$ cat src/hw/rtl/bole_pkg.sv
`default_nettype none

package bole_pkg;

  // List size and derived widths
  localparam int unsigned CAPACITY = 16;
  localparam int unsigned IdxW     = (CAPACITY > 1) ? $clog2(CAPACITY) : 1;
  localparam int unsigned CntW     = $clog2(CAPACITY + 1);
  localparam int unsigned PosW     = 5;
  localparam int unsigned CmpW     = (CntW > PosW) ? CntW : PosW;

  // Request codes
  typedef enum logic [2:0] {
    CMD_INS_FRONT = 3'd0,
    CMD_INS_BACK  = 3'd1,
    CMD_INS_POS   = 3'd2,
    CMD_INS_KEY   = 3'd3,
    CMD_POP_FRONT = 3'd4
  } cmd_e;

  // Result status codes
  typedef enum logic [1:0] {
    STAT_OK     = 2'd0,
    STAT_FULL   = 2'd1,
    STAT_BADPOS = 2'd2,
    STAT_EMPTY  = 2'd3
  } status_e;

  // Sequencer states
  typedef enum logic [3:0] {
    S_IDLE,
    S_SCAN,
    S_CMP,
    S_UP,
    S_MOVE_UP,
    S_POP_HEAD,
    S_POP_CAP,
    S_DOWN,
    S_MOVE_DN,
    S_DONE
  } state_e;

  typedef struct packed {
    logic        [2:0]      cmd;
    logic signed [31:0]     entry_key;
    logic signed [31:0]     entry_value;
    logic        [PosW-1:0] position;
  } req_t;

  typedef struct packed {
    status_e            status;
    logic signed [31:0] removed_key;
    logic signed [31:0] removed_value;
    logic        [4:0]  entry_count;
  } rsp_t;

  // One stored list slot
  typedef struct packed {
    logic signed [31:0] key;
    logic signed [31:0] value;
  } entry_t;

  localparam int unsigned EntryW = $bits(entry_t);

endpackage

`default_nettype wire

$ cat src/hw/rtl/bole_ram.sv
`default_nettype none

module bole_ram #(
  parameter int unsigned DEPTH = 16,
  parameter int unsigned WIDTH = 64,
  parameter int unsigned AW    = (DEPTH > 1) ? $clog2(DEPTH) : 1
) (
  input  wire logic             clk_i,
  input  wire logic             we_i,
  input  wire logic [AW-1:0]    waddr_i,
  input  wire logic [WIDTH-1:0] wdata_i,
  input  wire logic             re_i,
  input  wire logic [AW-1:0]    raddr_i,
  output      logic [WIDTH-1:0] rdata_o
);

  logic [WIDTH-1:0] mem_q [DEPTH];

  // Write port
  always_ff @(posedge clk_i) begin
    if (we_i) begin
      mem_q[waddr_i] <= wdata_i;
    end
  end

  // Registered read port
  always_ff @(posedge clk_i) begin
    if (re_i) begin
      rdata_o <= mem_q[raddr_i];
    end
  end

endmodule

`default_nettype wire

$ cat src/hw/rtl/bounded_ordered_list_engine_unit.sv
`default_nettype none

// Channel   Direction  Handshake                Payload
// in        input      in_valid_i / in_ready_o  in_req_i   (req_t)
// out       output     out_valid_o / out_ready_i out_rsp_o (rsp_t)
//
// One request at a time; in_ready_o is high only while the sequencer is idle.
// Each request runs through the sequencer states; each shift step is one read
// and one write of the list memory.
// Reset clears the count and control; list memory contents are not cleared.
// A waiting result is held in the output register; the next request is taken
// meanwhile and its result waits in the done state until the register frees.

module bounded_ordered_list_engine_unit
  import bole_pkg::*;
(
  input  wire logic clk_i,
  input  wire logic rst_ni,
  input  wire logic in_valid_i,
  output      logic in_ready_o,
  input  wire req_t in_req_i,
  output      logic out_valid_o,
  input  wire logic out_ready_i,
  output      rsp_t out_rsp_o
);

  state_e               state_q, state_d;
  logic [CntW-1:0]      count_q, count_d;
  logic [IdxW-1:0]      idx_q, idx_d;
  logic [IdxW-1:0]      tgt_q, tgt_d;
  req_t                 req_q, req_d;
  status_e              status_q, status_d;
  logic signed [31:0]   rk_q, rk_d;
  logic signed [31:0]   rv_q, rv_d;
  logic                 out_valid_q, out_valid_d;
  rsp_t                 rsp_q, rsp_d;

  logic                 ram_we, ram_re;
  logic [IdxW-1:0]      ram_waddr, ram_raddr;
  entry_t               ram_wdata, ram_rdata;

  logic                 in_xfer, is_full, is_empty, bad_pos;
  logic                 key_less, scan_end, up_end, down_end, out_free;
  logic [CntW-1:0]      next_up;

  bole_ram #(
    .DEPTH (CAPACITY),
    .WIDTH (EntryW)
  ) u_store (
    .clk_i   (clk_i),
    .we_i    (ram_we),
    .waddr_i (ram_waddr),
    .wdata_i (ram_wdata),
    .re_i    (ram_re),
    .raddr_i (ram_raddr),
    .rdata_o (ram_rdata)
  );

  // Shared decode and the one key comparator
  assign in_ready_o = (state_q == S_IDLE);
  assign in_xfer    = in_valid_i && in_ready_o;
  assign is_full    = (count_q == CntW'(CAPACITY));
  assign is_empty   = (count_q == '0);
  assign bad_pos    = (CmpW'(in_req_i.position) > CmpW'(count_q));
  assign key_less   = (ram_rdata.key < req_q.entry_key);
  assign scan_end   = (CntW'(idx_q) == count_q);
  assign up_end     = (idx_q == tgt_q);
  assign next_up    = CntW'(idx_q) + CntW'(1);
  assign down_end   = (next_up == count_q);
  assign out_free   = !out_valid_q || out_ready_i;

  // Next state
  always_comb begin
    state_d = state_q;
    unique case (state_q)
      S_IDLE: begin
        if (in_xfer) begin
          unique case (in_req_i.cmd)
            CMD_INS_FRONT, CMD_INS_BACK: state_d = is_full ? S_DONE : S_UP;
            CMD_INS_POS:   state_d = (bad_pos || is_full) ? S_DONE : S_UP;
            CMD_INS_KEY:   state_d = is_full ? S_DONE : S_SCAN;
            CMD_POP_FRONT: state_d = is_empty ? S_DONE : S_POP_HEAD;
            default:       state_d = S_DONE;
          endcase
        end
      end
      S_SCAN:     state_d = scan_end ? S_UP : S_CMP;
      S_CMP:      state_d = key_less ? S_SCAN : S_UP;
      S_UP:       state_d = up_end ? S_DONE : S_MOVE_UP;
      S_MOVE_UP:  state_d = S_UP;
      S_POP_HEAD: state_d = S_POP_CAP;
      S_POP_CAP:  state_d = S_DOWN;
      S_DOWN:     state_d = down_end ? S_DONE : S_MOVE_DN;
      S_MOVE_DN:  state_d = S_DOWN;
      S_DONE:     state_d = out_free ? S_IDLE : S_DONE;
      default:    state_d = S_IDLE;
    endcase
  end

  // Datapath and memory control
  always_comb begin
    count_d     = count_q;
    idx_d       = idx_q;
    tgt_d       = tgt_q;
    req_d       = req_q;
    status_d    = status_q;
    rk_d        = rk_q;
    rv_d        = rv_q;
    rsp_d       = rsp_q;
    out_valid_d = out_valid_q && !out_ready_i;
    ram_we      = 1'b0;
    ram_waddr   = idx_q;
    ram_wdata   = ram_rdata;
    ram_re      = 1'b0;
    ram_raddr   = idx_q;
    unique case (state_q)
      S_IDLE: begin
        if (in_xfer) begin
          req_d    = in_req_i;
          rk_d     = '0;
          rv_d     = '0;
          status_d = STAT_OK;
          idx_d    = IdxW'(count_q);
          tgt_d    = '0;
          unique case (in_req_i.cmd)
            CMD_INS_FRONT: begin
              if (is_full) status_d = STAT_FULL;
            end
            CMD_INS_BACK: begin
              if (is_full) status_d = STAT_FULL;
              tgt_d = IdxW'(count_q);
            end
            CMD_INS_POS: begin
              if (bad_pos) status_d = STAT_BADPOS;
              else if (is_full) status_d = STAT_FULL;
              tgt_d = IdxW'(in_req_i.position);
            end
            CMD_INS_KEY: begin
              if (is_full) status_d = STAT_FULL;
              idx_d = '0;
            end
            CMD_POP_FRONT: begin
              if (is_empty) status_d = STAT_EMPTY;
              idx_d = '0;
            end
            default: status_d = STAT_BADPOS;
          endcase
        end
      end
      // Walk from the front until a key not smaller is found or the list ends
      S_SCAN: begin
        if (scan_end) begin
          tgt_d = idx_q;
          idx_d = IdxW'(count_q);
        end else begin
          ram_re = 1'b1;
        end
      end
      S_CMP: begin
        if (key_less) begin
          idx_d = IdxW'(idx_q + 1'b1);
        end else begin
          tgt_d = idx_q;
          idx_d = IdxW'(count_q);
        end
      end
      // Shift entries up from the back, then drop the new entry in the gap
      S_UP: begin
        if (up_end) begin
          ram_we    = 1'b1;
          ram_wdata = '{key: req_q.entry_key, value: req_q.entry_value};
          count_d   = count_q + CntW'(1);
        end else begin
          ram_re    = 1'b1;
          ram_raddr = IdxW'(idx_q - 1'b1);
        end
      end
      S_MOVE_UP: begin
        ram_we = 1'b1;
        idx_d  = IdxW'(idx_q - 1'b1);
      end
      S_POP_HEAD: begin
        ram_re    = 1'b1;
        ram_raddr = '0;
      end
      S_POP_CAP: begin
        rk_d  = ram_rdata.key;
        rv_d  = ram_rdata.value;
        idx_d = '0;
      end
      // Shift remaining entries down toward the front
      S_DOWN: begin
        if (down_end) begin
          count_d = count_q - CntW'(1);
        end else begin
          ram_re    = 1'b1;
          ram_raddr = IdxW'(next_up);
        end
      end
      S_MOVE_DN: begin
        ram_we = 1'b1;
        idx_d  = IdxW'(idx_q + 1'b1);
      end
      S_DONE: begin
        if (out_free) begin
          out_valid_d = 1'b1;
          rsp_d = '{status: status_q, removed_key: rk_q, removed_value: rv_q,
                    entry_count: 5'(count_q)};
        end
      end
      default: ;
    endcase
  end

  // Control registers
  always_ff @(posedge clk_i or negedge rst_ni) begin
    if (!rst_ni) begin
      state_q     <= S_IDLE;
      count_q     <= '0;
      out_valid_q <= 1'b0;
    end else begin
      state_q     <= state_d;
      count_q     <= count_d;
      out_valid_q <= out_valid_d;
    end
  end

  // Payload registers
  always_ff @(posedge clk_i) begin
    idx_q    <= idx_d;
    tgt_q    <= tgt_d;
    req_q    <= req_d;
    status_q <= status_d;
    rk_q     <= rk_d;
    rv_q     <= rv_d;
    rsp_q    <= rsp_d;
  end

  assign out_valid_o = out_valid_q;
  assign out_rsp_o   = rsp_q;

  // Checks
  a_count_bound: assert property (@(posedge clk_i) disable iff (!rst_ni)
    count_q <= CntW'(CAPACITY))
    else $error("entry count above capacity");

  a_count_step: assert property (@(posedge clk_i) disable iff (!rst_ni)
    !$stable(count_q) |-> (count_q == $past(count_q) + CntW'(1)) ||
                          (count_q == $past(count_q) - CntW'(1)))
    else $error("entry count moved by more than one");

  a_busy_after_xfer: assert property (@(posedge clk_i) disable iff (!rst_ni)
    in_valid_i && in_ready_o |=> !in_ready_o)
    else $error("request taken while previous one still in work");

  a_zero_removed: assert property (@(posedge clk_i) disable iff (!rst_ni)
    out_valid_o && (out_rsp_o.status != STAT_OK) |->
      (out_rsp_o.removed_key == '0) && (out_rsp_o.removed_value == '0))
    else $error("removed fields nonzero on failed request");

  a_no_write_idle: assert property (@(posedge clk_i) disable iff (!rst_ni)
    (state_q == S_IDLE) |-> !ram_we && !ram_re)
    else $error("list memory accessed while idle");

endmodule

`default_nettype wire

$ cat config.mk
export PLATFORM = sky130hd
export DESIGN_NAME = bounded_ordered_list_engine_unit
export DESIGN_NICKNAME = d
export VERILOG_FILES = /design/src/hw/rtl/bole_pkg.sv /design/src/hw/rtl/bole_ram.sv /design/src/hw/rtl/bounded_ordered_list_engine_unit.sv
export SDC_FILE = /design/constraint.sdc
export NUM_CORES = 2
export LEC_CHECK = 0
export BUFFER_PORTS_ARGS = -buffer_cell sky130_fd_sc_hd__buf_2
export CAP_MARGIN = 20
export CORE_MARGIN = 5
export CORE_UTILIZATION = 25
export DETAILED_ROUTE_END_ITERATION = 10
export GPL_ROUTABILITY_DRIVEN = 1
export GPL_TIMING_DRIVEN = 0
export PLACE_DENSITY = 0.45
export SETUP_SLACK_MARGIN = 0.05
export SYNTH_ARGS = -nofsm -noshare
export SYNTH_HDL_FRONTEND = slang
export SYNTH_SLANG_ARGS = --single-unit
$ cat constraint.sdc
create_clock -name clk_i -period 11.25 [get_ports clk_i]
set_input_delay 1.125 -clock clk_i [delete_from_list [all_inputs] [get_ports clk_i]]
set_output_delay 1.125 -clock clk_i [all_outputs]
set_load 0.1 [all_outputs]
Word-level counts from Yosys, hierarchy flattened
Memories as Yosys holds them, arrays and structs flattened. A register that Yosys moved wholly into a read port is not among the register bits. Cells that the tools add are included.

Logic and storage cells: 115. Register bits: 219. Memory bits (writable): 1024. Memories: 1. Bits of input ports: 76. Output and inout bits: 73.

Eq/ne operators: 22. $add $sub $neg: 5. Mux-type cells: 47. Magnitude comparators: 2. Reduce and logical (&&, ||, !) cells: 24.

Memory list: u_store.mem_q (words 16, bits a word 64, rd ports 1, clocked after memory_dff 1, wr ports 1, RTL line bole_ram.sv:17) `logic [WIDTH-1:0] mem_q [DEPTH];`.

Operators by type and width (count): $mux 64 (2); $pmux 32 s2 (2); $mux 4 (16); $pmux 4 s9 (1); $lt 32x32->1 (1); $mux 32 (1); $pmux 4 s3 (2); $pmux 4 s6 (1); $eq 4x3->1 const B (4); $pmux 4 s4 (1); $mux 1 (11); $mux 5 (2); $pmux 5 s2 (1); $eq 4x2->1 const B (2); $eq 4x4->1 const B (2); $ne 2x2->1 const B (4); $pmux 4 s2 (1); $reduce_or 2->1 (4); $eq 3x2->1 const B (2); $mux 2 (3); $pmux 2 s3 (1); $reduce_and 2->1 (3); $reduce_and 3->1 (2); $reduce_bool 6->1 (1); other kinds (26) (30).

Logic depth before layout (Yosys ltp)
Depth in word-level cells: 6. Mapped depth: 15. Mapped depth without buffers: 10.

Modules after synthesis
A second synthesis with hierarchy kept.

Cells, all modules: 2389. Area, all modules: 50129.3 um2.

Modules (own cells, without submodules): bole_ram (cells each 1647, seq. area each 32671.3 um2, times used 1, area each 40222.3 um2); bounded_ordered_list_engine_unit (cells each 742, seq. area each 6526.3 um2, times used 1, area each 9907.0 um2).

Worst setup path after synthesis
OpenSTA, ideal clock, no wires.

Path kind: flip-flop to flip-flop. From: reg idx_q[1]. To: mem u_store.mem_q[7][0] (enable). Data arrival time: 6.217 ns. Stages on the path, launching flop included: 10. Required time: 10.685 ns. Setup time: 0.565 ns. Path buffers: 3. Clock period less this slack: 6.781 ns. Path slack: 4.469 ns. Cell sequence: edfxtp_1 -> buf_2 -> xnor2_1 -> nand4_1 -> or2_2 -> clkbuf_1 -> clkbuf_1 -> nand2_1 -> nand2_1 -> nor3_1.

Longest elaborated chain between the ends: 5.

RTL lines: start, declared (RTL line bounded_ordered_list_engine_unit.sv:29) `logic [IdxW-1:0] idx_q, idx_d;`; start signal, assigned (RTL line bounded_ordered_list_engine_unit.sv:230) `idx_q <= idx_d;`; $eq 4x4->1 (RTL line bounded_ordered_list_engine_unit.sv:67) `assign up_end = (idx_q == tgt_q);`; $mux 1 (RTL line bounded_ordered_list_engine_unit.sv:169) `if (up_end) begin`; $pmux 1 s2 (RTL line bounded_ordered_list_engine_unit.sv:116) `unique case (state_q)`; $mux 1 (RTL line bole_ram.sv:21) `if (we_i) begin`; $mux 1 (implied by the code) (RTL line bole_ram.sv:22) `mem_q[waddr_i] <= wdata_i;`; end, declared (RTL line bole_ram.sv:17).

Parallel ways exist; a longest one is shown, timed or not.

Worst setup path in the final report
From: reg idx_q[1]. To: reg u_store.rdata_o[61] (read register of u_store.mem_q) (data pin).

Longest elaborated chain between the ends: 4. Elaborated cells between the ends (all ways): 12. Classes of those cells: add/sub (2); eq/ne (3); mux (7).

RTL lines: $add 4x1->5 (RTL line bounded_ordered_list_engine_unit.sv:68) `assign next_up = CntW'(idx_q) + CntW'(1);`; $eq 5x5->1 (RTL line bounded_ordered_list_engine_unit.sv:69) `assign down_end = (next_up == count_q);`; $mux 1 or $mux 4 (tied branches) (RTL line bounded_ordered_list_engine_unit.sv:193) `if (down_end) begin`; $pmux 1 s4 or $pmux 4 s3 (tied branches) (RTL line bounded_ordered_list_engine_unit.sv:116); end, declared (RTL line bole_ram.sv:14) `output logic [WIDTH-1:0] rdata_o`.

Parallel ways exist; a longest one is shown, timed or not. A chain may end at the register's enable or synchronous reset.

==> run_summary.xml <==
<?xml version="1.0" encoding="UTF-8"?>
<metrics>
  <group name="run_status">
    <metric name="outcome" unit="">finished clean</metric>
  </group>
  <group name="clock_tree">
    <metric name="cts_setup_buffers" unit="">0</metric>
    <metric name="tritoncts.num_buffers" unit="">146</metric>
    <metric name="clock_tree.buffer_depth" unit="">3</metric>
    <metric name="clk_pin_slew" unit="ns">0.06</metric>
    <metric name="clock_latency" unit="ns">0.80</metric>
    <metric name="number_of_resized_instances_in_the_post_cts_repair_step" unit="">0</metric>
    <metric name="clk_root_buffer_cell" unit="">sky130_fd_sc_hd__clkbuf_16</metric>
    <metric name="clock_tree.htree_level_count" unit="">4</metric>
    <metric name="holdBufCountCts" unit="">0</metric>
    <metric name="numClockSinks" unit="">1307</metric>
    <metric name="tritoncts" unit="">done</metric>
  </group>
  <group name="floorplan">
    <metric name="die_x" unit="um">463</metric>
    <metric name="ioPinCount" unit="">149</metric>
    <metric name="dieArea" unit="um^2">215000</metric>
    <metric name="die-height" unit="um">463</metric>
    <metric name="num_rows" unit="">166</metric>
    <metric name="core_region_area" unit="um^2">205000</metric>
    <metric name="initial_cell_density_of_the_core" unit="%">25.1</metric>
  </group>
  <group name="power">
    <metric name="p_per_area" unit="nW/um^2">161</metric>
    <metric name="power.ir.vdd_worst" unit="uV">156</metric>
    <metric name="static-leakage-power" unit="nW">20.0</metric>
    <metric name="switching_share" unit="%">20.4</metric>
    <metric name="power_frac_comb" unit="%">0.3</metric>
    <metric name="switch_pwr" unit="mW">2.03</metric>
    <metric name="power_frac_seq" unit="%">53.0</metric>
    <metric name="clock_power_share" unit="%">46.7</metric>
    <metric name="power_report.internal_total" unit="mW">7.92</metric>
  </group>
  <group name="sta">
    <metric name="rsz0062_at_grt" unit="">false</metric>
    <metric name="setup_tns" unit="ns">0</metric>
    <metric name="worst_slew_pin_slew" unit="ns">1.04</metric>
    <metric name="number_of_setup_violations_in_the_final_report" unit="">0</metric>
    <metric name="max_freq" unit="MHz">166</metric>
    <metric name="timing_max_transition_violations_final" unit="">0</metric>
    <metric name="finalCriticalPeriod" unit="ns">6.02</metric>
    <metric name="timing.max_slew.rel_slack" unit="%">30.4</metric>
    <metric name="clock-skew-final" unit="ns">0.0391</metric>
    <metric name="final_hold_viol_count" unit="">0</metric>
    <metric name="finalWorstSetupSlack" unit="ns">5.23</metric>
    <metric name="min_period_over_period" unit="%">53.5</metric>
  </group>
  <group name="yosys">
    <metric name="synth_seq_cells" unit="">1307</metric>
    <metric name="yosysTopAreaCellShare" unit="%">75.8</metric>
    <metric name="synth-edff-count" unit="">1297</metric>
    <metric name="yosys-top-cells-area" unit="">sky130_fd_sc_hd__edfxtp_1 76%, sky130_fd_sc_hd__mux2i_1 5.0%, sky130_fd_sc_hd__nand2_1 2.8%</metric>
    <metric name="synth_area" unit="um^2">51400</metric>
    <metric name="syn_area_per_cell" unit="um^2">16.4</metric>
    <metric name="synthDominantAreaCellType" unit="">sky130_fd_sc_hd__edfxtp_1</metric>
    <metric name="synth_warnings" unit="">0</metric>
    <metric name="synth-async-reset-ratio" unit="%">0.765</metric>
    <metric name="dominantRegCellSynth" unit="">sky130_fd_sc_hd__edfxtp_1</metric>
    <metric name="mappedNetlistNets" unit="">3250</metric>
    <metric name="postSynthCellCount" unit="">3129</metric>
    <metric name="yosysSeqAreaShare" unit="%">76.3</metric>
    <metric name="netlist-cell-type-count" unit="">63</metric>
  </group>
  <group name="drt">
    <metric name="drt_iter0_markers" unit="">2409</metric>
    <metric name="route.detailed.wl_per_inst" unit="um">23.3</metric>
    <metric name="finalWirelength" unit="um">148000</metric>
    <metric name="viasPerCell" unit="">4.59</metric>
    <metric name="drt_pre_antenna_iters" unit="">7</metric>
    <metric name="detail-route-antenna-nets" unit="">0</metric>
    <metric name="route.detailed.drc" unit="">0</metric>
    <metric name="via_count" unit="">29229</metric>
  </group>
  <group name="hold_path">
    <metric name="hold_path.class" unit="">in2async</metric>
  </group>
  <group name="worst_setup_path">
    <metric name="worst_path_slowest_cell" unit="">sky130_fd_sc_hd__o211ai_1</metric>
    <metric name="timing_worst_setup_path_type" unit="">reg2reg</metric>
    <metric name="worstPathArrival" unit="ns">6.65</metric>
    <metric name="worstPathBufferInverterCount" unit="">6</metric>
    <metric name="worst-path-stages" unit="">14</metric>
    <metric name="critical-path-top-cell-by-count" unit="">sky130_fd_sc_hd__clkbuf_1</metric>
    <metric name="rr_worst_depth" unit="">14</metric>
    <metric name="cp_cell_instances" unit="">buf_2 &gt; inv_1 &gt; ha_1 &gt; clkbuf_1 &gt; xnor2_1 &gt; nand2b_1 &gt; a211oi_4 &gt; o211ai_1 &gt; clkbuf_1 &gt; clkbuf_1 &gt; clkbuf_1 &gt; nand3_1 &gt; a311oi_1 &gt; o311a_1</metric>
    <metric name="reg2reg_setup_slack" unit="ns">5.23</metric>
    <metric name="critPathTopFamily" unit="">buffers and inverters</metric>
    <metric name="timing.rr.start" unit="">idx_q[1]</metric>
    <metric name="crit_path_max_fanout" unit="">10</metric>
    <metric name="setup.worst_path.end" unit="">u_store.rdata_o[61]</metric>
    <metric name="setup.worst_path.end_class" unit="">register</metric>
    <metric name="required" unit="ns">11.87</metric>
    <metric name="cp_slowest_stage_delay" unit="ns">0.84</metric>
    <metric name="critPathLaunch" unit="">idx_q[1]</metric>
    <metric name="worstReg2RegEnd" unit="">u_store.rdata_o[61]</metric>
    <metric name="critical_path_startpoint_category" unit="">register</metric>
  </group>
  <group name="global_routing">
    <metric name="globalRouteTotalUtil" unit="%">13.4</metric>
    <metric name="grt_pass1_vias" unit="">29556</metric>
    <metric name="grt_antenna_before_repair" unit="">9</metric>
    <metric name="grt-ovfl-total" unit="">0</metric>
    <metric name="grt_max_degree" unit="">45</metric>
    <metric name="wire_length_of_the_first_global_routing_pass" unit="um">214000</metric>
  </group>
  <group name="final_layout">
    <metric name="area_growth_syn_to_layout" unit="%">20.5</metric>
    <metric name="final_layout_size_suffix_gt1_share" unit="%">17.9</metric>
    <metric name="finalNetCount" unit="">3678</metric>
    <metric name="n_fill_cell" unit="">20218</metric>
  </group>
  <group name="placement">
    <metric name="gp_congestion" unit="">0.783</metric>
    <metric name="portBuffers" unit="">147</metric>
    <metric name="detailedPlacementHpwl" unit="um">102000</metric>
    <metric name="pre_cts_slack" unit="ns">5.51</metric>
  </group>
  <group name="flow_run">
    <metric name="maxCapViolations" unit="">0</metric>
  </group>
</metrics>
[per-layer routing]
metal	GRT usage, %	routed length, um
met5	0	0
met4	3.82	3630
met3	2.51	7590
met2	21.1	67700
met1	18.9	69200
[kinds of logic (layout without fill, tap and decap cells)]
group	count (synthesis)	after routing	synth area share (%)
flip-flops	1307	1307	76.3
AND/OR/NAND/NOR	687	687	6.18
AO/OA/AOI/OAI	525	525	8.07
multiplexers	289	289	5.71
buffers and inverters	256	799	2.32
adder cells (fa/ha/maj)	45	45	1.11
XOR/XNOR	20	20	0.368
other	0	4	0
[area by class of cell]
cell class	count	area, um^2	share of cell area, %
diodes	4	10.0	0.0162
well taps	2688	3360	5.43
clock buffers	182	3790	6.12
clock inverters	81	870	1.40
flip-flops and latches	1307	39200	63.3
multi-input cells	1566	11100	18.0
repair buffers	280	2390	3.87
plain buffers	199	981	1.58
inverters	57	214	0.345
[worst reg2reg max path: stages, from the launching register on]
cell and delay [ns]:
sky130_fd_sc_hd__edfxtp_1 0.42, sky130_fd_sc_hd__buf_2 0.30, sky130_fd_sc_hd__inv_1 0.13, sky130_fd_sc_hd__ha_1 0.28, sky130_fd_sc_hd__clkbuf_1 0.39, sky130_fd_sc_hd__xnor2_1 0.14
sky130_fd_sc_hd__nand2b_1 0.22, sky130_fd_sc_hd__a211oi_4 0.12, sky130_fd_sc_hd__o211ai_1 0.84, sky130_fd_sc_hd__clkbuf_1 0.62, sky130_fd_sc_hd__clkbuf_1 0.70, sky130_fd_sc_hd__clkbuf_1 0.57
sky130_fd_sc_hd__nand3_1 0.16, sky130_fd_sc_hd__a311oi_1 0.64, sky130_fd_sc_hd__o311a_1 0.34
[state kept, by name (all words and copies together) (netlist names), 2 cells and up]
| register | cells |
|---|---|
| tgt_q | 4 |
| state_q | 4 |
| idx_q | 4 |
| rv_q | 32 |
| u_store.rdata_o | 64 |
| status_q | 2 |
| count_q | 5 |
| out_rsp_o | 71 |
| rk_q | 32 |
| req_q | 64 |
| u_store.mem_q | 1024 |
[through the flow]
step	hold slack (ns)	std cells	utilization, %	power, mW	instance area (um^2)
2_1_floorplan	0.400	3129	-	5.38	51400
3_3_place_gp	0.403	5964	27.1	5.40	55500
3_5_place_dp	0.405	6097	28.0	5.40	57300
4_1_cts	0.113	6360	30.3	10.1	61900
5_1_grt	0.155	6360	30.3	10.3	61900
6_report	0.194	6364	30.3	9.95	61900
[layout by cell type, fill, tap and decap left out, types with 14 or more instances in the layout]
cell type and n:
sky130_fd_sc_hd__a211oi_1 67, sky130_fd_sc_hd__a21oi_1 23, sky130_fd_sc_hd__a311oi_1 64, sky130_fd_sc_hd__a32oi_1 128, sky130_fd_sc_hd__and2_1 65, sky130_fd_sc_hd__and3_1 68, sky130_fd_sc_hd__buf_12 18, sky130_fd_sc_hd__buf_2 226
sky130_fd_sc_hd__buf_4 71, sky130_fd_sc_hd__buf_6 62, sky130_fd_sc_hd__clkbuf_1 115, sky130_fd_sc_hd__clkbuf_16 146, sky130_fd_sc_hd__clkinv_1 35, sky130_fd_sc_hd__clkinv_2 14, sky130_fd_sc_hd__edfxtp_1 1297, sky130_fd_sc_hd__ha_1 44
sky130_fd_sc_hd__inv_1 54, sky130_fd_sc_hd__mux2_2 33, sky130_fd_sc_hd__mux2i_1 256, sky130_fd_sc_hd__nand2_1 380, sky130_fd_sc_hd__nand3_1 73, sky130_fd_sc_hd__nor2_1 31, sky130_fd_sc_hd__o21ai_0 24, sky130_fd_sc_hd__o21ai_1 31
sky130_fd_sc_hd__o22ai_1 66, sky130_fd_sc_hd__o311a_1 64, sky130_fd_sc_hd__xnor2_1 15
[Yosys cell counts (4+ instances only)]
library cell,number
sky130_fd_sc_hd__a221o_1,6
sky130_fd_sc_hd__o22ai_1,67
sky130_fd_sc_hd__o21ai_0,55
sky130_fd_sc_hd__inv_1,54
sky130_fd_sc_hd__xnor2_1,15
sky130_fd_sc_hd__o311a_1,64
sky130_fd_sc_hd__a32oi_1,128
sky130_fd_sc_hd__a21oi_1,23
sky130_fd_sc_hd__o211ai_1,4
sky130_fd_sc_hd__a21o_1,12
sky130_fd_sc_hd__or2_2,4
sky130_fd_sc_hd__nand4_1,7
sky130_fd_sc_hd__clkbuf_1,81
sky130_fd_sc_hd__nand2_1,380
sky130_fd_sc_hd__o21a_1,5
sky130_fd_sc_hd__a211oi_1,67
sky130_fd_sc_hd__nor2b_1,8
sky130_fd_sc_hd__and2_1,69
sky130_fd_sc_hd__buf_4,35
sky130_fd_sc_hd__a22oi_1,6
sky130_fd_sc_hd__mux2_2,33
sky130_fd_sc_hd__ha_1,44
sky130_fd_sc_hd__nand3_1,73
sky130_fd_sc_hd__a311oi_1,64
sky130_fd_sc_hd__edfxtp_1,1297
sky130_fd_sc_hd__nor2_1,38
sky130_fd_sc_hd__buf_2,79
sky130_fd_sc_hd__nor3_1,20
sky130_fd_sc_hd__nand2b_1,7
sky130_fd_sc_hd__and3_1,68
sky130_fd_sc_hd__xor2_1,4
sky130_fd_sc_hd__dfrtp_1,10
sky130_fd_sc_hd__mux2i_1,256
[power by group through the flow]
stage	combinational (mW)	clock (mW)	sequential [mW]
final	0.0252	4.65	5.27
after global routing	0.0290	4.99	5.27
after CTS	0.0267	4.78	5.27
after detailed placement	0.0262	0	5.38
after global placement	0.0265	0	5.38
after floorplan	0.00554	0	5.38
[worst min path at each step]
stage | to | depth (start not counted)
after floorplan | out_rsp_o[10] | 0
after global placement | out_rsp_o[17] | 0
after detailed placement | out_rsp_o[17] | 0
after CTS | count_q[3] | 1
after global routing | count_q[3] | 1
final | count_q[3] | 1
(Power assumes the default switching activity.)
